### config.mk
export PLATFORM = sky130hd
export DESIGN_NAME = shell_command_line_syntax_check
export DESIGN_NICKNAME = d
export VERILOG_FILES = /design/src/rtl/sclsc_pkg.sv /design/src/rtl/shell_command_line_syntax_check.sv
export SDC_FILE = /design/constraint.sdc
export NUM_CORES = 1
export LEC_CHECK = 0
export ABC_AREA = 1
export BUFFER_PORTS_ARGS = -buffer_cell sky130_fd_sc_hd__buf_2
export CAP_MARGIN = 20
export CORE_ASPECT_RATIO = 0.75
export CORE_UTILIZATION = 59
export CTS_BUF_LIST = sky130_fd_sc_hd__clkbuf_8
export DETAILED_ROUTE_END_ITERATION = 6
export GPL_TIMING_DRIVEN = 0
export PLACE_DENSITY = 0.81
export SLEW_MARGIN = 20
export SYNTH_ARGS = -nofsm -noshare
export SYNTH_HDL_FRONTEND = slang
export SYNTH_SLANG_ARGS = --single-unit
### constraint.sdc
create_clock -name clk -period 1.54 [get_ports clk]
set_input_delay 0.308 -clock clk [delete_from_list [all_inputs] [get_ports clk]]
set_output_delay 0.308 -clock clk [all_outputs]
set_load 0.02 [all_outputs]
### src/rtl/sclsc_pkg.sv
// ----------------------------------------------------------------------------
// sclsc_pkg
// Shared types and character codes for the command line syntax checker.
// ----------------------------------------------------------------------------
package sclsc_pkg;

  // redirect run in progress
  typedef enum logic [1:0] {
    KIND_NONE = 2'd0,
    KIND_GT   = 2'd1,
    KIND_LT   = 2'd2
  } redir_kind_t;

  typedef logic [7:0] char_t;

  localparam char_t CH_PIPE   = 8'h7C;
  localparam char_t CH_GT     = 8'h3E;
  localparam char_t CH_LT     = 8'h3C;
  localparam char_t CH_SPACE  = 8'h20;
  localparam char_t CH_SQUOTE = 8'h27;
  localparam char_t CH_DQUOTE = 8'h22;

  // longest legal run of one redirect character
  localparam logic [1:0] MAX_REDIR_RUN = 2'd2;

endpackage

### src/rtl/shell_command_line_syntax_check.sv
// ----------------------------------------------------------------------------
// shell_command_line_syntax_check
// Scans a command line one byte per request and gives a pass/fail verdict
// on the terminator request (pipes, quotes and redirects).
// ----------------------------------------------------------------------------
//  channel | ports                                  | direction
//  --------+----------------------------------------+----------
//  input   | in_valid in_ready in_ch in_end_of_line | in
//  result  | out_valid out_ready out_line_valid     | out
//
//  one byte per clock sustained: an input register feeds the flag update,
//  whose verdict on a terminator is registered in the result register
//  only a terminator request makes a result; byte requests never stall
//  a terminator waits in the input register while the result register is
//  full, which then holds off in_ready
//  rst_n is synchronous: line state returns to line start, both stages empty
module shell_command_line_syntax_check (
  input  logic       clk,
  input  logic       rst_n,
  input  logic       in_valid,
  output logic       in_ready,
  input  logic [7:0] in_ch,
  input  logic       in_end_of_line,
  output logic       out_valid,
  input  logic       out_ready,
  output logic       out_line_valid
);

  // input stage
  logic                  s1_valid_r;
  sclsc_pkg::char_t      s1_ch_r;
  logic                  s1_eol_r;

  // line state
  logic                    in_sq_r, in_sq_nxt;
  logic                    in_dq_r, in_dq_nxt;
  logic                    at_start_r, at_start_nxt;
  logic                    saw_ns_r, saw_ns_nxt;
  logic                    end_pipe_r, end_pipe_nxt;
  logic                    await_pipe_r, await_pipe_nxt;
  sclsc_pkg::redir_kind_t  kind_r, kind_nxt;
  logic [1:0]              run_r, run_nxt;
  logic                    await_tgt_r, await_tgt_nxt;
  logic                    failed_r, failed_nxt;

  // result stage
  logic out_valid_r;
  logic out_line_valid_r;

  logic s1_adv;
  logic out_free;
  logic blank, quoted, is_pipe, is_gt, is_lt;
  logic is_same, is_other;
  logic verdict;

  assign out_free = !out_valid_r || out_ready;
  assign s1_adv   = s1_valid_r && (!s1_eol_r || out_free);
  assign in_ready = !s1_valid_r || s1_adv;

  assign out_valid      = out_valid_r;
  assign out_line_valid = out_line_valid_r;

  assign blank   = (s1_ch_r == sclsc_pkg::CH_SPACE);
  assign quoted  = in_sq_r || in_dq_r;
  assign is_pipe = (s1_ch_r == sclsc_pkg::CH_PIPE);
  assign is_gt   = (s1_ch_r == sclsc_pkg::CH_GT);
  assign is_lt   = (s1_ch_r == sclsc_pkg::CH_LT);
  assign is_same  = (kind_r == sclsc_pkg::KIND_GT) ? is_gt : is_lt;
  assign is_other = (kind_r == sclsc_pkg::KIND_GT) ? is_lt : is_gt;

  assign verdict = !failed_r && !in_sq_r && !in_dq_r && !end_pipe_r && saw_ns_r &&
                   !await_pipe_r && (kind_r == sclsc_pkg::KIND_NONE) && !await_tgt_r;

  always_comb begin
    in_sq_nxt      = in_sq_r;
    in_dq_nxt      = in_dq_r;
    at_start_nxt   = at_start_r;
    saw_ns_nxt     = saw_ns_r;
    end_pipe_nxt   = end_pipe_r;
    await_pipe_nxt = await_pipe_r;
    kind_nxt       = kind_r;
    run_nxt        = run_r;
    await_tgt_nxt  = await_tgt_r;
    failed_nxt     = failed_r;

    if (s1_eol_r) begin
      in_sq_nxt      = 1'b0;
      in_dq_nxt      = 1'b0;
      at_start_nxt   = 1'b1;
      saw_ns_nxt     = 1'b0;
      end_pipe_nxt   = 1'b0;
      await_pipe_nxt = 1'b0;
      kind_nxt       = sclsc_pkg::KIND_NONE;
      run_nxt        = 2'd0;
      await_tgt_nxt  = 1'b0;
      failed_nxt     = 1'b0;
    end else begin
      // leading pipe
      if (at_start_r && !blank) begin
        if (is_pipe) failed_nxt = 1'b1;
        at_start_nxt = 1'b0;
      end
      // pipe follow-up
      if (await_pipe_r && !blank) begin
        if (is_pipe) failed_nxt = 1'b1;
        await_pipe_nxt = 1'b0;
      end
      // redirect runs and targets
      if (kind_r != sclsc_pkg::KIND_NONE) begin
        if (is_same) begin
          if (run_r >= sclsc_pkg::MAX_REDIR_RUN) failed_nxt = 1'b1;
          else run_nxt = run_r + 2'd1;
        end else begin
          if (is_other || is_pipe) failed_nxt = 1'b1;
          else if (blank) await_tgt_nxt = 1'b1;
          kind_nxt = sclsc_pkg::KIND_NONE;
          run_nxt  = 2'd0;
        end
      end else if (await_tgt_r) begin
        if (!blank) begin
          if (is_pipe || is_gt || is_lt) failed_nxt = 1'b1;
          await_tgt_nxt = 1'b0;
        end
      end else if (!quoted && (is_gt || is_lt)) begin
        kind_nxt = is_gt ? sclsc_pkg::KIND_GT : sclsc_pkg::KIND_LT;
        run_nxt  = 2'd1;
      end
      // quotes and trailing pipe; a toggling quote leaves the pipe flag alone
      priority if (s1_ch_r == sclsc_pkg::CH_SQUOTE && !in_dq_r) begin
        in_sq_nxt = !in_sq_r;
      end else if (s1_ch_r == sclsc_pkg::CH_DQUOTE && !in_sq_r) begin
        in_dq_nxt = !in_dq_r;
      end else if (is_pipe && !quoted) begin
        end_pipe_nxt   = 1'b1;
        await_pipe_nxt = 1'b1;
      end else begin
        if (!blank) end_pipe_nxt = 1'b0;
      end
      if (!blank) saw_ns_nxt = 1'b1;
    end
  end

  always_ff @(posedge clk) begin
    if (!rst_n) begin
      s1_valid_r <= 1'b0;
    end else if (in_ready) begin
      s1_valid_r <= in_valid;
    end
  end

  always_ff @(posedge clk) begin
    if (in_ready && in_valid) begin
      s1_ch_r  <= in_ch;
      s1_eol_r <= in_end_of_line;
    end
  end

  always_ff @(posedge clk) begin
    if (!rst_n) begin
      in_sq_r      <= 1'b0;
      in_dq_r      <= 1'b0;
      at_start_r   <= 1'b1;
      saw_ns_r     <= 1'b0;
      end_pipe_r   <= 1'b0;
      await_pipe_r <= 1'b0;
      kind_r       <= sclsc_pkg::KIND_NONE;
      run_r        <= 2'd0;
      await_tgt_r  <= 1'b0;
      failed_r     <= 1'b0;
    end else if (s1_adv) begin
      in_sq_r      <= in_sq_nxt;
      in_dq_r      <= in_dq_nxt;
      at_start_r   <= at_start_nxt;
      saw_ns_r     <= saw_ns_nxt;
      end_pipe_r   <= end_pipe_nxt;
      await_pipe_r <= await_pipe_nxt;
      kind_r       <= kind_nxt;
      run_r        <= run_nxt;
      await_tgt_r  <= await_tgt_nxt;
      failed_r     <= failed_nxt;
    end
  end

  always_ff @(posedge clk) begin
    if (!rst_n) begin
      out_valid_r <= 1'b0;
    end else if (s1_adv && s1_eol_r) begin
      out_valid_r <= 1'b1;
    end else if (out_ready) begin
      out_valid_r <= 1'b0;
    end
  end

  always_ff @(posedge clk) begin
    if (s1_adv && s1_eol_r) begin
      out_line_valid_r <= verdict;
    end
  end

  // redirect kind and run length move together
  a_kind_run: assert property (@(posedge clk) disable iff (!rst_n)
    (kind_r == sclsc_pkg::KIND_NONE) == (run_r == 2'd0))
    else $error("redirect kind and run length disagree");

  a_run_max: assert property (@(posedge clk) disable iff (!rst_n)
    run_r != 2'd3)
    else $error("redirect run beyond limit");

  // a terminator leaves the line state at line start
  a_eol_clear: assert property (@(posedge clk) disable iff (!rst_n)
    (s1_adv && s1_eol_r) |=> (at_start_r && !failed_r && !saw_ns_r && out_valid_r))
    else $error("terminator did not clear line state");

  // input side only stalls behind a terminator facing a full result register
  a_stall_cause: assert property (@(posedge clk) disable iff (!rst_n)
    !in_ready |-> (s1_valid_r && s1_eol_r && out_valid_r && !out_ready))
    else $error("unexpected input stall");

endmodule
==> metrics.cfg, run 1 <==
[outcome]
status = finished clean

[critical_path]
cp_max_fo = 3
critPathKind = flip-flop to flip-flop
slowest_delay_ns = 0.44
cp.required_ns = 1.72
crit_path_end_kind = flip-flop
rr_worst_depth = 10
crit_chain = inv_1 > nand2_1 > nor2_4 > nand2_2 > nand2_2 > nand2_4 > a21oi_4 > nand3_1 > nand2_1 > nor2_1
critPathSlowestCell = edfxtp_1
arrival_ns = 1.67
startpoint_type = flip-flop

[die]
die_y_um = 41.6
fp-row-count = 13
core_mm2 = 0.00184
die_x_um = 54.7
start_util_pct = 67.0
dieArea_mm2 = 0.00228
ios = 16

[sta]
min_period_ns = 1.50
hold-worst-slack_ns = 0.199
timing.slew.headroom_pct = 75.5
worst_clock_skew_ns = 0.00734
worst_pin_slew_ns = 0.366
setup_viol = 0
finalMaxSlewViolations = 0
finalHoldViolations = 0
fmax_mhz = 667
finalCritPeriodShare_pct = 97.3

[power]
max-vdd-ir-drop_v = 0.000999
swShare_pct = 23.8
p_leak_nw = 0.652
p_seq_share_pct = 49.4
combPwrFrac_pct = 11.8
powerDensity_mw_per_mm2 = 974
clkPwrFrac_pct = 38.9
finalPower_mw = 1.44
switching_power_mw = 0.343
p_int_mw = 1.10

[layout]
ff_latch_area_um2 = 581
finalNonFillerCells = 201
final_common_cell = nand2_1
multiInputGateArea_um2 = 613
mostFrequentLayoutCells = 27 x nand2_1, 19 x inv_1, 17 x nor2_1
nets = 194
final_layout_size_suffix_gt1_share_pct = 30.2
antenna_cells = 0
final_util_pct = 80.5
area_delta_synth_final_pct = 20.2
fillers = 125

[clock_network]
root_buffer = clkbuf_8
cts_buffer_depth = 2
cts_tree = built
clk_latency_ns = 0.28
cts_sinks = 24
cts_made_buffers = 3
clk_pin_slew_ns = 0.09
cts_max_level = 1

[yosys]
syn_nets = 173
synth_compound_area_share_pct = 8.13
synth_fa_ha_area_share_pct = 1.02
syn_inst = 159
syn_area_per_cell_um2 = 7.74
seq_area_frac_synth_pct = 47.2
ys_ff_latch = 24
yosys.cell_types.count = 25
yosys.area_share.xor_xnor_pct = 0
synthesis.area_mm2 = 0.00123
muxShareOfSynthArea_pct = 0
ys_warn_count = 0
synth_top_family_by_area = simple AND/OR/NAND/NOR gates
yosys.area_share.simple_pct = 35.2

[global_route]
antenna_found_initial = 0
grt_pass1_wl_mm = 4.20
grt_use_total_pct = 26.8
grt_remaining_overflow = 0
grt_start_max_net_pins = 15
grt_pass1_vias = 969

[drt]
ant_nets = 0
routed_wl_mm = 2.79
firstDrtPassIters = 4
drtIter0Drc = 37
vias = 1123
vias_per_cell = 5.59
wl_per_cell_um = 13.9
drc = 0

[place]
dpl.hpwl_mm = 2.00
port-buffer-count = 15
dp_cells = 196
gp_congestion = 0.879

[job]
drv_cap = 0

[hold_path]
hp-class = primary input to flip-flop
min_path_cells = 1

[final cells by class]
| type | instances | area share, % |
|---|---|---|
| Buffer | 1 | 0.761 |
| Tap cell | 22 | 1.86 |
| Sequential cell | 24 | 39.2 |
| Clock buffer | 3 | 2.79 |
| Timing Repair Buffer | 16 | 5.58 |
| Multi-Input combinational cell | 109 | 41.4 |
| Clock inverter | 1 | 2.03 |
| Inverter | 25 | 6.34 |
[cell usage after synthesis]
master | number | area, um^2
inv_1 | 22 | 82.6
nand3_2 | 1 | 10.0
o21ai_0 | 2 | 10.0
nor2_4 | 1 | 11.3
nand3_1 | 14 | 70.1
ha_1 | 1 | 12.5
nand2_2 | 7 | 43.8
inv_2 | 3 | 11.3
a21oi_1 | 10 | 50.1
nor4_1 | 1 | 6.26
nor3_2 | 1 | 10.0
and3_1 | 2 | 12.5
o21ai_1 | 3 | 15.0
nand4_1 | 1 | 6.26
nand2_1 | 31 | 116
dfxtp_1 | 14 | 280
nand2_4 | 1 | 11.3
a21oi_2 | 2 | 17.5
o211ai_1 | 1 | 7.51
nor3_1 | 4 | 20.0
nor2_2 | 4 | 25.0
nor2_1 | 20 | 75.1
buf_6 | 1 | 11.3
nand3b_1 | 2 | 15.0
edfxtp_1 | 10 | 300
[cells by family after synthesis]
| family | after synthesis |
|---|---|
| DFF | 24 |
| buffers and inverters | 26 |
| adders and majority gates | 1 |
| and+or+nand+nor | 90 |
| AOI/OAI and AO/OA | 18 |
[final timing paths]
kind	from	end	slack [ns]
setup / recovery	s1_ch_r[1]$_DFFE_PP_	run_r[0]$_SDFFE_PN0P_	0.04
hold reg to reg	at_start_r$_SDFFE_PN1P_	at_start_r$_SDFFE_PN1P_	0.48
setup reg to reg	s1_ch_r[1]$_DFFE_PP_	run_r[0]$_SDFFE_PN0P_	0.04
hold / removal	in_ch[6]	s1_ch_r[6]$_DFFE_PP_	0.20
[power groups by stage]
stage / sequential [mW] / clock (mW) / combinational, mW
after floorplan: 0.722 / 0 / 0.103
after global placement: 0.722 / 0 / 0.142
after detailed placement: 0.724 / 0 / 0.148
after CTS: 0.709 / 0.563 / 0.149
after global routing: 0.715 / 0.593 / 0.187
final: 0.711 / 0.560 / 0.170
[state kept, by name (all words and copies together) (netlist names)]
register / flops
in_dq_r: 1
s1_valid_r: 1
s1_eol_r: 1
end_pipe_r: 1
s1_ch_r: 8
await_tgt_r: 1
saw_ns_r: 1
kind_r: 2
run_r: 2
failed_r: 1
out_valid: 1
in_sq_r: 1
await_pipe_r: 1
out_line_valid: 1
at_start_r: 1
[metrics by stage]
step / TNS, ns / area [um^2] / worst slack (ns)
finish: 0 / 1480 / 0.0409
global route: -0.208 / 1480 / -0.126
CTS: 0 / 1410 / 0.0455
detailed placement: 0 / 1330 / 0.0842
global placement: 0 / 1330 / 0.132
floorplan: 0 / 1230 / 0.161
[routing by layer]
| metal | track usage, % | vias to the layer above | routed length, um |
|---|---|---|---|
| li1 | - | 556 | - |
| met1 | 34.0 | 513 | 1220 |
| met2 | 43.9 | 50 | 1360 |
| met3 | 8.42 | 4 | 192 |
| met4 | 5.13 | 0 | 15 |
| met5 | 0 | - | 0 |
[timing repair]
action / in CTS / in global routing
setup buffers: 0 / 1
hold buffers: 0 / 0
gates resized for setup: 0 / 19
endpoints found under the setup margin: 0 / 7
[critical path: cells and delay by family, from the launching register on]
family	cells	cell delay [ns]
buffers and inverters	1	0.10
AO/OA/AOI/OAI	1	0.18
flip-flops	1	0.44
AND/OR/NAND/NOR	8	0.67
Note: power is estimated with default switching activity, not from simulation.
==> run 2: changes to the inputs <==
--- a/config.mk
+++ b/config.mk
@@ -5,15 +5,15 @@
 export SDC_FILE = /design/constraint.sdc
 export NUM_CORES = 1
 export LEC_CHECK = 0
-export ABC_AREA = 1
 export BUFFER_PORTS_ARGS = -buffer_cell sky130_fd_sc_hd__buf_2
 export CAP_MARGIN = 20
 export CORE_ASPECT_RATIO = 0.75
-export CORE_UTILIZATION = 59
+export CORE_UTILIZATION = 58
 export CTS_BUF_LIST = sky130_fd_sc_hd__clkbuf_8
 export DETAILED_ROUTE_END_ITERATION = 6
 export GPL_TIMING_DRIVEN = 0
-export PLACE_DENSITY = 0.81
+export PLACE_DENSITY = 0.8
+export SKIP_CTS_REPAIR_TIMING = 1
 export SLEW_MARGIN = 20
 export SYNTH_ARGS = -nofsm -noshare
 export SYNTH_HDL_FRONTEND = slang
==> metrics.cfg, run 2 <==
[sta]
finalHoldViolations = 0  ; unchanged
setup_viol = 16  ; was 0
hold-worst-slack_ns = 0.209  ; was 0.199 ns
worst_pin_slew_ns = 1.01  ; was 0.366 ns
fmax_mhz = 576  ; was 667 MHz
min_period_ns = 1.74  ; was 1.50 ns
worst_clock_skew_ns = 0.00153  ; was 0.00734 ns
finalCritPeriodShare_pct = 113  ; was 97.3%
tns_ns = -1.17  ; was 0 ns
timing.slew.headroom_pct = 32.3  ; was 75.5%
rsz0062_at_grt = true
finalMaxSlewViolations = 0  ; unchanged
fin_ws_ns = -0.195  ; was 0.0409 ns

[drt]
firstDrtPassIters = 4  ; unchanged
vias_per_cell = 6.35  ; was 5.59
drtIter0Drc = 49  ; was 37
wl_per_cell_um = 17.8  ; was 13.9 um
vias = 1035  ; was 1,123
ant_nets = 0  ; unchanged
routed_wl_mm = 2.90  ; was 2.79 mm
drc = 0  ; unchanged

[yosys]
syn_inst = 116  ; was 159
seq_area_frac_synth_pct = 50.0  ; was 47.2%
synth_edf_count = 10  ; unchanged
yosys.area.top_type_share_pct = 25.9  ; was 24.4%
async_flop_share_pct = 0  ; unchanged
yosys.cell_types.count = 40  ; was 25
synth_ff_type = dfxtp_1  ; unchanged
synthTopCellsByArea = edfxtp_1 26%, dfxtp_1 24%, nand2_1 4.8%  ; was edfxtp_1 24%, dfxtp_1 23%, nand2_1 9.5%
ys_warn_count = 0  ; unchanged
syn_nets = 130  ; was 173
synthesis.area_mm2 = 0.00116  ; was 0.00123 mm^2
yosysTopAreaCell = edfxtp_1  ; unchanged
ys_ff_latch = 24  ; unchanged
syn_area_per_cell_um2 = 10.0  ; was 7.74 um^2
synth.most_common_cell = nand2_1  ; unchanged
netlist_top_cells_count = 15 x nand2_1, 14 x dfxtp_1, 10 x edfxtp_1, 10 x nor2_1, 8 x a21oi_1  ; was 31 x nand2_1, 22 x inv_1, 20 x nor2_1, 14 x dfxtp_1, 14 x nand3_1

[place]
port-buffer-count = 15  ; unchanged
preCtsSetupSlack_ns = -0.126  ; was 0.0842 ns
gp_congestion = 0.846  ; was 0.879
dp_cells = 153  ; was 196
dpl.hpwl_mm = 1.71  ; was 2.00 mm

[power]
p_seq_share_pct = 50.4  ; was 49.4%
finalPower_mw = 1.39  ; was 1.44 mW
max-vdd-ir-drop_v = 0.00114  ; was 0.000999 V
p_int_mw = 1.09  ; was 1.10 mW
combPwrFrac_pct = 10.0  ; was 11.8%
switching_power_mw = 0.301  ; was 0.343 mW
clkPwrFrac_pct = 39.5  ; was 38.9%
swShare_pct = 21.6  ; was 23.8%
p_leak_nw = 0.543  ; was 0.652 nW
powerDensity_mw_per_mm2 = 945  ; was 974 mW/mm^2

[die]
die_x_um = 53.7  ; was 54.7 um
die_y_um = 40.8  ; was 41.6 um
fp-row-count = 13  ; unchanged
core_mm2 = 0.00181  ; was 0.00184 mm^2
start_util_pct = 64.3  ; was 67.0%
ios = 16  ; unchanged
dieArea_mm2 = 0.00219  ; was 0.00228 mm^2

[outcome]
status = finished, violations left  ; was finished clean
violations = setup timing

[job]
drv_cap = 0  ; unchanged

[layout]
ff_latch_area_um2 = 581  ; unchanged
mostFrequentLayoutCells = 16 x buf_2, 14 x dfxtp_1, 12 x nand2_1  ; was 27 x nand2_1, 19 x inv_1, 17 x nor2_1
multiInputGateArea_um2 = 651  ; was 613 um^2
final_layout_size_suffix_gt1_share_pct = 33.3  ; was 30.2%
finalNonFillerCells = 163  ; was 201
top_regs = s1_ch_r (8), kind_r (2), run_r (2)  ; unchanged
largest_register = s1_ch_r  ; unchanged
nets = 156  ; was 194
antenna_cells = 0  ; unchanged
fillers = 120  ; was 125
final_common_cell = buf_2  ; was nand2_1
largest_reg_flops = 8  ; unchanged
area_delta_synth_final_pct = 26.9  ; was 20.2%

[hold_path]
min_path_cells = 1  ; unchanged
min-delay-start = in_ch[6]  ; unchanged
hp-class = primary input to flip-flop  ; unchanged
hold_end = s1_ch_r[6]$_DFFE_PP_  ; unchanged

[clock_network]
root_buffer = clkbuf_8  ; unchanged
clk_latency_ns = 0.27  ; was 0.28 ns
cts_max_level = 1  ; unchanged
cts_made_buffers = 3  ; unchanged
cts_sinks = 24  ; unchanged
cts_buffer_depth = 2  ; unchanged
cts_tree = built  ; unchanged
clk_pin_slew_ns = 0.08  ; was 0.09 ns

[critical_path]
cp.required_ns = 1.67  ; was 1.72 ns
crit_path_end_kind = flip-flop  ; unchanged
crit_chain = buf_4 > a21boi_4 > nand2_2 > o311ai_1 > o41ai_1  ; was inv_1 > nand2_1 > nor2_4 > nand2_2 > nand2_2 > nand2_4 > a21oi_4 > nand3_1 > nand2_1 > nor2_1
rr_worst_depth = 5  ; was 10
cp_num_buf_inv = 1  ; unchanged
r2r_setup_slack_ns = -0.20  ; was 0.04 ns
startpoint_type = flip-flop  ; unchanged
crit_family = compound AO/OA/AOI/OAI gates  ; was simple AND/OR/NAND/NOR gates
slowest_delay_ns = 0.43  ; was 0.44 ns
rr_startpoint = s1_eol_r$_DFFE_PP_  ; was s1_ch_r[1]$_DFFE_PP_
arrival_ns = 1.86  ; was 1.67 ns
critPathSlowestCell = o311ai_1  ; was edfxtp_1
critPathKind = flip-flop to flip-flop  ; unchanged
regToRegEndpoint = await_tgt_r$_SDFFE_PN0P_  ; was run_r[0]$_SDFFE_PN0P_
cp_max_fo = 5  ; was 3

[global_route]
grt_pass1_vias = 820  ; was 969
grt_remaining_overflow = 0  ; unchanged
antenna_found_initial = 0  ; unchanged
grt_pass1_wl_mm = 3.73  ; was 4.20 mm
grt_start_max_net_pins = 15  ; unchanged
grt_use_total_pct = 25.8  ; was 26.8%

==> run 2: cell count changes in the layout (fill, tap and decap cells not counted), sizes merged, moves of 4 or more <==
cell   previous run  this run
a21oi            12         8
buf              17        22
inv              25         3
mux2i             0         4
nand2            39        15
nand3            15         5
nor2             25        10
nor2b             0         5
==> run 2: power groups by stage <==
stage / clock (mW) / sequential [mW] / combinational, mW
CTS: 0.557 / 0.705 / 0.104
floorplan: 0 / 0.718 / 0.0667
global route: 0.578 / 0.706 / 0.149
global placement: 0 / 0.719 / 0.0989
finish: 0.551 / 0.703 / 0.140
detailed placement: 0 / 0.719 / 0.102
==> run 2: layer usage <==
layer / vias to the layer above / track usage [%] / wire, um
met4: 0 / 9.87 / 83
met1: 467 / 34.1 / 1220
li1: 484 / - / -
met3: 12 / 9.26 / 279
met5: - / 0 / 0
met2: 72 / 38.6 / 1310
==> run 2: layout make-up <==
| class | instances | area share, % |
|---|---|---|
| plain buffers | 2 | 0.594 |
| clock buffers | 3 | 2.80 |
| clock inverters | 1 | 2.04 |
| flip-flops and latches | 24 | 39.4 |
| multi-input cells | 87 | 44.1 |
| well taps | 22 | 1.87 |
| repair buffers | 21 | 8.40 |
| inverters | 3 | 0.764 |
==> run 2: stage by stage <==
stage	util, %	area (um^2)
3_3_place_gp	70.0	1260
3_5_place_dp	70.0	1260
5_1_grt	81.6	1470
2_1_floorplan	-	1160
6_report	81.6	1470
4_1_cts	73.9	1340
==> run 2: cell families (layout without fill, tap and decap cells) <==
group                    Yosys count  count (layout)  share of synthesized area, %
AO/OA/AOI/OAI                     26              26                          16.4
buffers and inverters              5              30                          1.72
AND/OR/NAND/NOR                   54              54                          25.9
flip-flops                        24              24                          50.0
XOR/XNOR                           2               2                          1.51
adder cells (fa/ha/maj)            1               1                          1.08
multiplexers                       4               4                          3.45
==> run 2: worst max path at each step <==
stage,start,end,slack [ns],cells past startpoint
floorplan,out_valid$_SDFFE_PN0P_,s1_ch_r[0]$_DFFE_PP_,0.03,2
global placement,s1_eol_r$_DFFE_PP_,s1_ch_r[6]$_DFFE_PP_,-0.11,1
detailed placement,s1_eol_r$_DFFE_PP_,s1_ch_r[5]$_DFFE_PP_,-0.13,1
CTS,s1_eol_r$_DFFE_PP_,await_tgt_r$_SDFFE_PN0P_,-0.23,4
global route,s1_ch_r[1]$_DFFE_PP_,await_tgt_r$_SDFFE_PN0P_,-0.19,5
finish,s1_eol_r$_DFFE_PP_,await_tgt_r$_SDFFE_PN0P_,-0.20,5
==> run 3: changes to the inputs <==
--- a/config.mk
+++ b/config.mk
@@ -13,6 +13,7 @@
 export DETAILED_ROUTE_END_ITERATION = 6
 export GPL_TIMING_DRIVEN = 0
 export PLACE_DENSITY = 0.8
+export RECOVER_POWER = 100
 export SKIP_CTS_REPAIR_TIMING = 1
 export SLEW_MARGIN = 20
 export SYNTH_ARGS = -nofsm -noshare
==> metrics.cfg, run 3 (synthesis gave the netlist of run 2 again) <==
[drt]
drc = 0  ; unchanged
routed_wl_mm = 2.90  ; about the same
vias_per_cell = 6.35  ; unchanged
ant_nets = 0  ; unchanged
firstDrtPassIters = 4  ; unchanged
vias = 1035  ; unchanged
drtIter0Drc = 49  ; unchanged
wl_per_cell_um = 17.8  ; about the same

[critical_path]
startpoint_type = flip-flop  ; unchanged
rr_startpoint = s1_eol_r$_DFFE_PP_  ; unchanged
cp.required_ns = 1.67  ; about the same
cp_max_fo = 5  ; unchanged
arrival_ns = 1.86  ; about the same
critPathKind = flip-flop to flip-flop  ; unchanged
crit_path_end_kind = flip-flop  ; unchanged
cp-startpoint = s1_eol_r$_DFFE_PP_  ; unchanged
r2r_setup_slack_ns = -0.20  ; about the same

[place]
dp_cells = 153  ; unchanged
dpl_cell_area_mm2 = 0.00126  ; unchanged
port-buffer-count = 15  ; unchanged
dpl.hpwl_mm = 1.71  ; unchanged
gp_congestion = 0.846  ; unchanged

[outcome]
status = finished, violations left  ; unchanged
violations = setup timing  ; unchanged

[power]
powerDensity_mw_per_mm2 = 946  ; was 945 mW/mm^2
p_seq_share_pct = 50.5  ; was 50.4%
p_int_mw = 1.09  ; about the same
clkPwrFrac_pct = 39.5  ; about the same
combPwrFrac_pct = 10.0  ; about the same
p_leak_nw = 0.537  ; was 0.543 nW
max-vdd-ir-drop_v = 0.00114  ; about the same
switching_power_mw = 0.301  ; about the same
swShare_pct = 21.6  ; about the same

[sta]
hold-worst-slack_ns = 0.209  ; unchanged
finalHoldViolations = 0  ; unchanged
fmax_mhz = 576  ; unchanged
setup_viol = 16  ; unchanged
min_period_ns = 1.74  ; unchanged
worst_pin_slew_ns = 1.01  ; unchanged
fin_ws_ns = -0.195  ; unchanged
timing.slew.headroom_pct = 32.3  ; unchanged
worst_clock_skew_ns = 0.00153  ; unchanged
finalMaxSlewViolations = 0  ; unchanged
rsz0062_at_grt = true  ; unchanged
finalCritPeriodShare_pct = 113  ; unchanged

[clock_network]
clk_latency_ns = 0.27  ; about the same
clk_pin_slew_ns = 0.08  ; about the same
cts_buffer_depth = 2  ; unchanged
cts_tree = built  ; unchanged
cts_max_level = 1  ; unchanged
cts_made_buffers = 3  ; unchanged
cts_sinks = 24  ; unchanged
root_buffer = clkbuf_8  ; unchanged

[die]
core_mm2 = 0.00181  ; unchanged
die_y_um = 40.8  ; unchanged
dieArea_mm2 = 0.00219  ; unchanged
die_x_um = 53.7  ; unchanged
start_util_pct = 64.3  ; unchanged
fp-row-count = 13  ; unchanged
ios = 16  ; unchanged

[layout]
largest_register = s1_ch_r  ; unchanged
area_delta_synth_final_pct = 26.7  ; was 26.9%
mostFrequentLayoutCells = 14 x dfxtp_1, 13 x buf_2, 12 x nand2_1  ; was 16 x buf_2, 14 x dfxtp_1, 12 x nand2_1
nets = 156  ; unchanged
finalInstanceArea_mm2 = 0.00147  ; about the same
final_common_cell = dfxtp_1  ; was buf_2
largest_reg_flops = 8  ; unchanged
final_layout_size_suffix_gt1_share_pct = 31.9  ; was 33.3%
top_regs = s1_ch_r (8), kind_r (2), run_r (2)  ; unchanged
final_util_pct = 81.5  ; was 81.6%
antenna_cells = 0  ; unchanged
finalNonFillerCells = 163  ; unchanged

[global_route]
antenna_found_initial = 0  ; unchanged
grt_use_total_pct = 25.8  ; unchanged
grt_start_max_net_pins = 15  ; unchanged
grt_pass1_vias = 820  ; unchanged
grt_remaining_overflow = 0  ; unchanged
grt_pass1_wl_mm = 3.73  ; unchanged

[job]
drv_cap = 0  ; unchanged

[hold_path]
min-delay-start = in_ch[6]  ; unchanged
hp-class = primary input to flip-flop  ; unchanged

==> run 3: cell types whose count changed in the layout (fill, tap and decap cells not counted), sizes merged <==
cell    previous run  this run
buf               22        19
clkbuf             4         7
==> run 3: critical path, stage by stage, from the launching register on <==
cell	delay [ns]
edfxtp_1	0.41
buf_4	0.18
a21boi_4	0.25
nand2_2	0.14
o311ai_1	0.43
o41ai_1	0.17
==> run 3: final timing paths <==
kind                                                 end  depth (start not counted)
worst min register to register   at_start_r$_SDFFE_PN1P_                          2
worst max register to register  await_tgt_r$_SDFFE_PN0P_                          5
worst max-delay path            await_tgt_r$_SDFFE_PN0P_                          5
worst min-delay path                s1_ch_r[6]$_DFFE_PP_                          1
==> run 3: power groups by stage <==
stage	clock network, mW	logic, mW	registers (mW)
global placement	0	0.0989	0.719
detailed placement	0	0.102	0.719
CTS	0.557	0.104	0.705
floorplan	0	0.0667	0.718
finish	0.551	0.139	0.703
global route	0.578	0.148	0.706
==> run 3: layout make-up <==
class	count	area (um^2)
Clock inverter	1	30.0
Tap cell	22	27.5
Multi-Input combinational cell	87	651
Buffer	2	8.76
Inverter	3	11.3
Fill cell	122	334
Timing Repair Buffer	21	121
Clock buffer	3	41.3
Sequential cell	24	581
==> run 3: routing by layer <==
metal  up-vias  global-route usage [%]  routed length [um]
li1        484                       -                   -
met1       467                    34.1                1220
met2        72                    38.6                1310
met3        12                    9.26                 279
met4         0                    9.87                  83
met5         -                       0                   0
==> run 3: per-stage QoR <==
step,worst slack [ns],TNS (ns),power [mW]
global route,-0.195,-2.50,1.43
floorplan,0.0345,0,0.784
finish,-0.195,-1.18,1.39
global placement,-0.113,-1.32,0.818
detailed placement,-0.126,-1.47,0.822
CTS,-0.225,-2.00,1.37
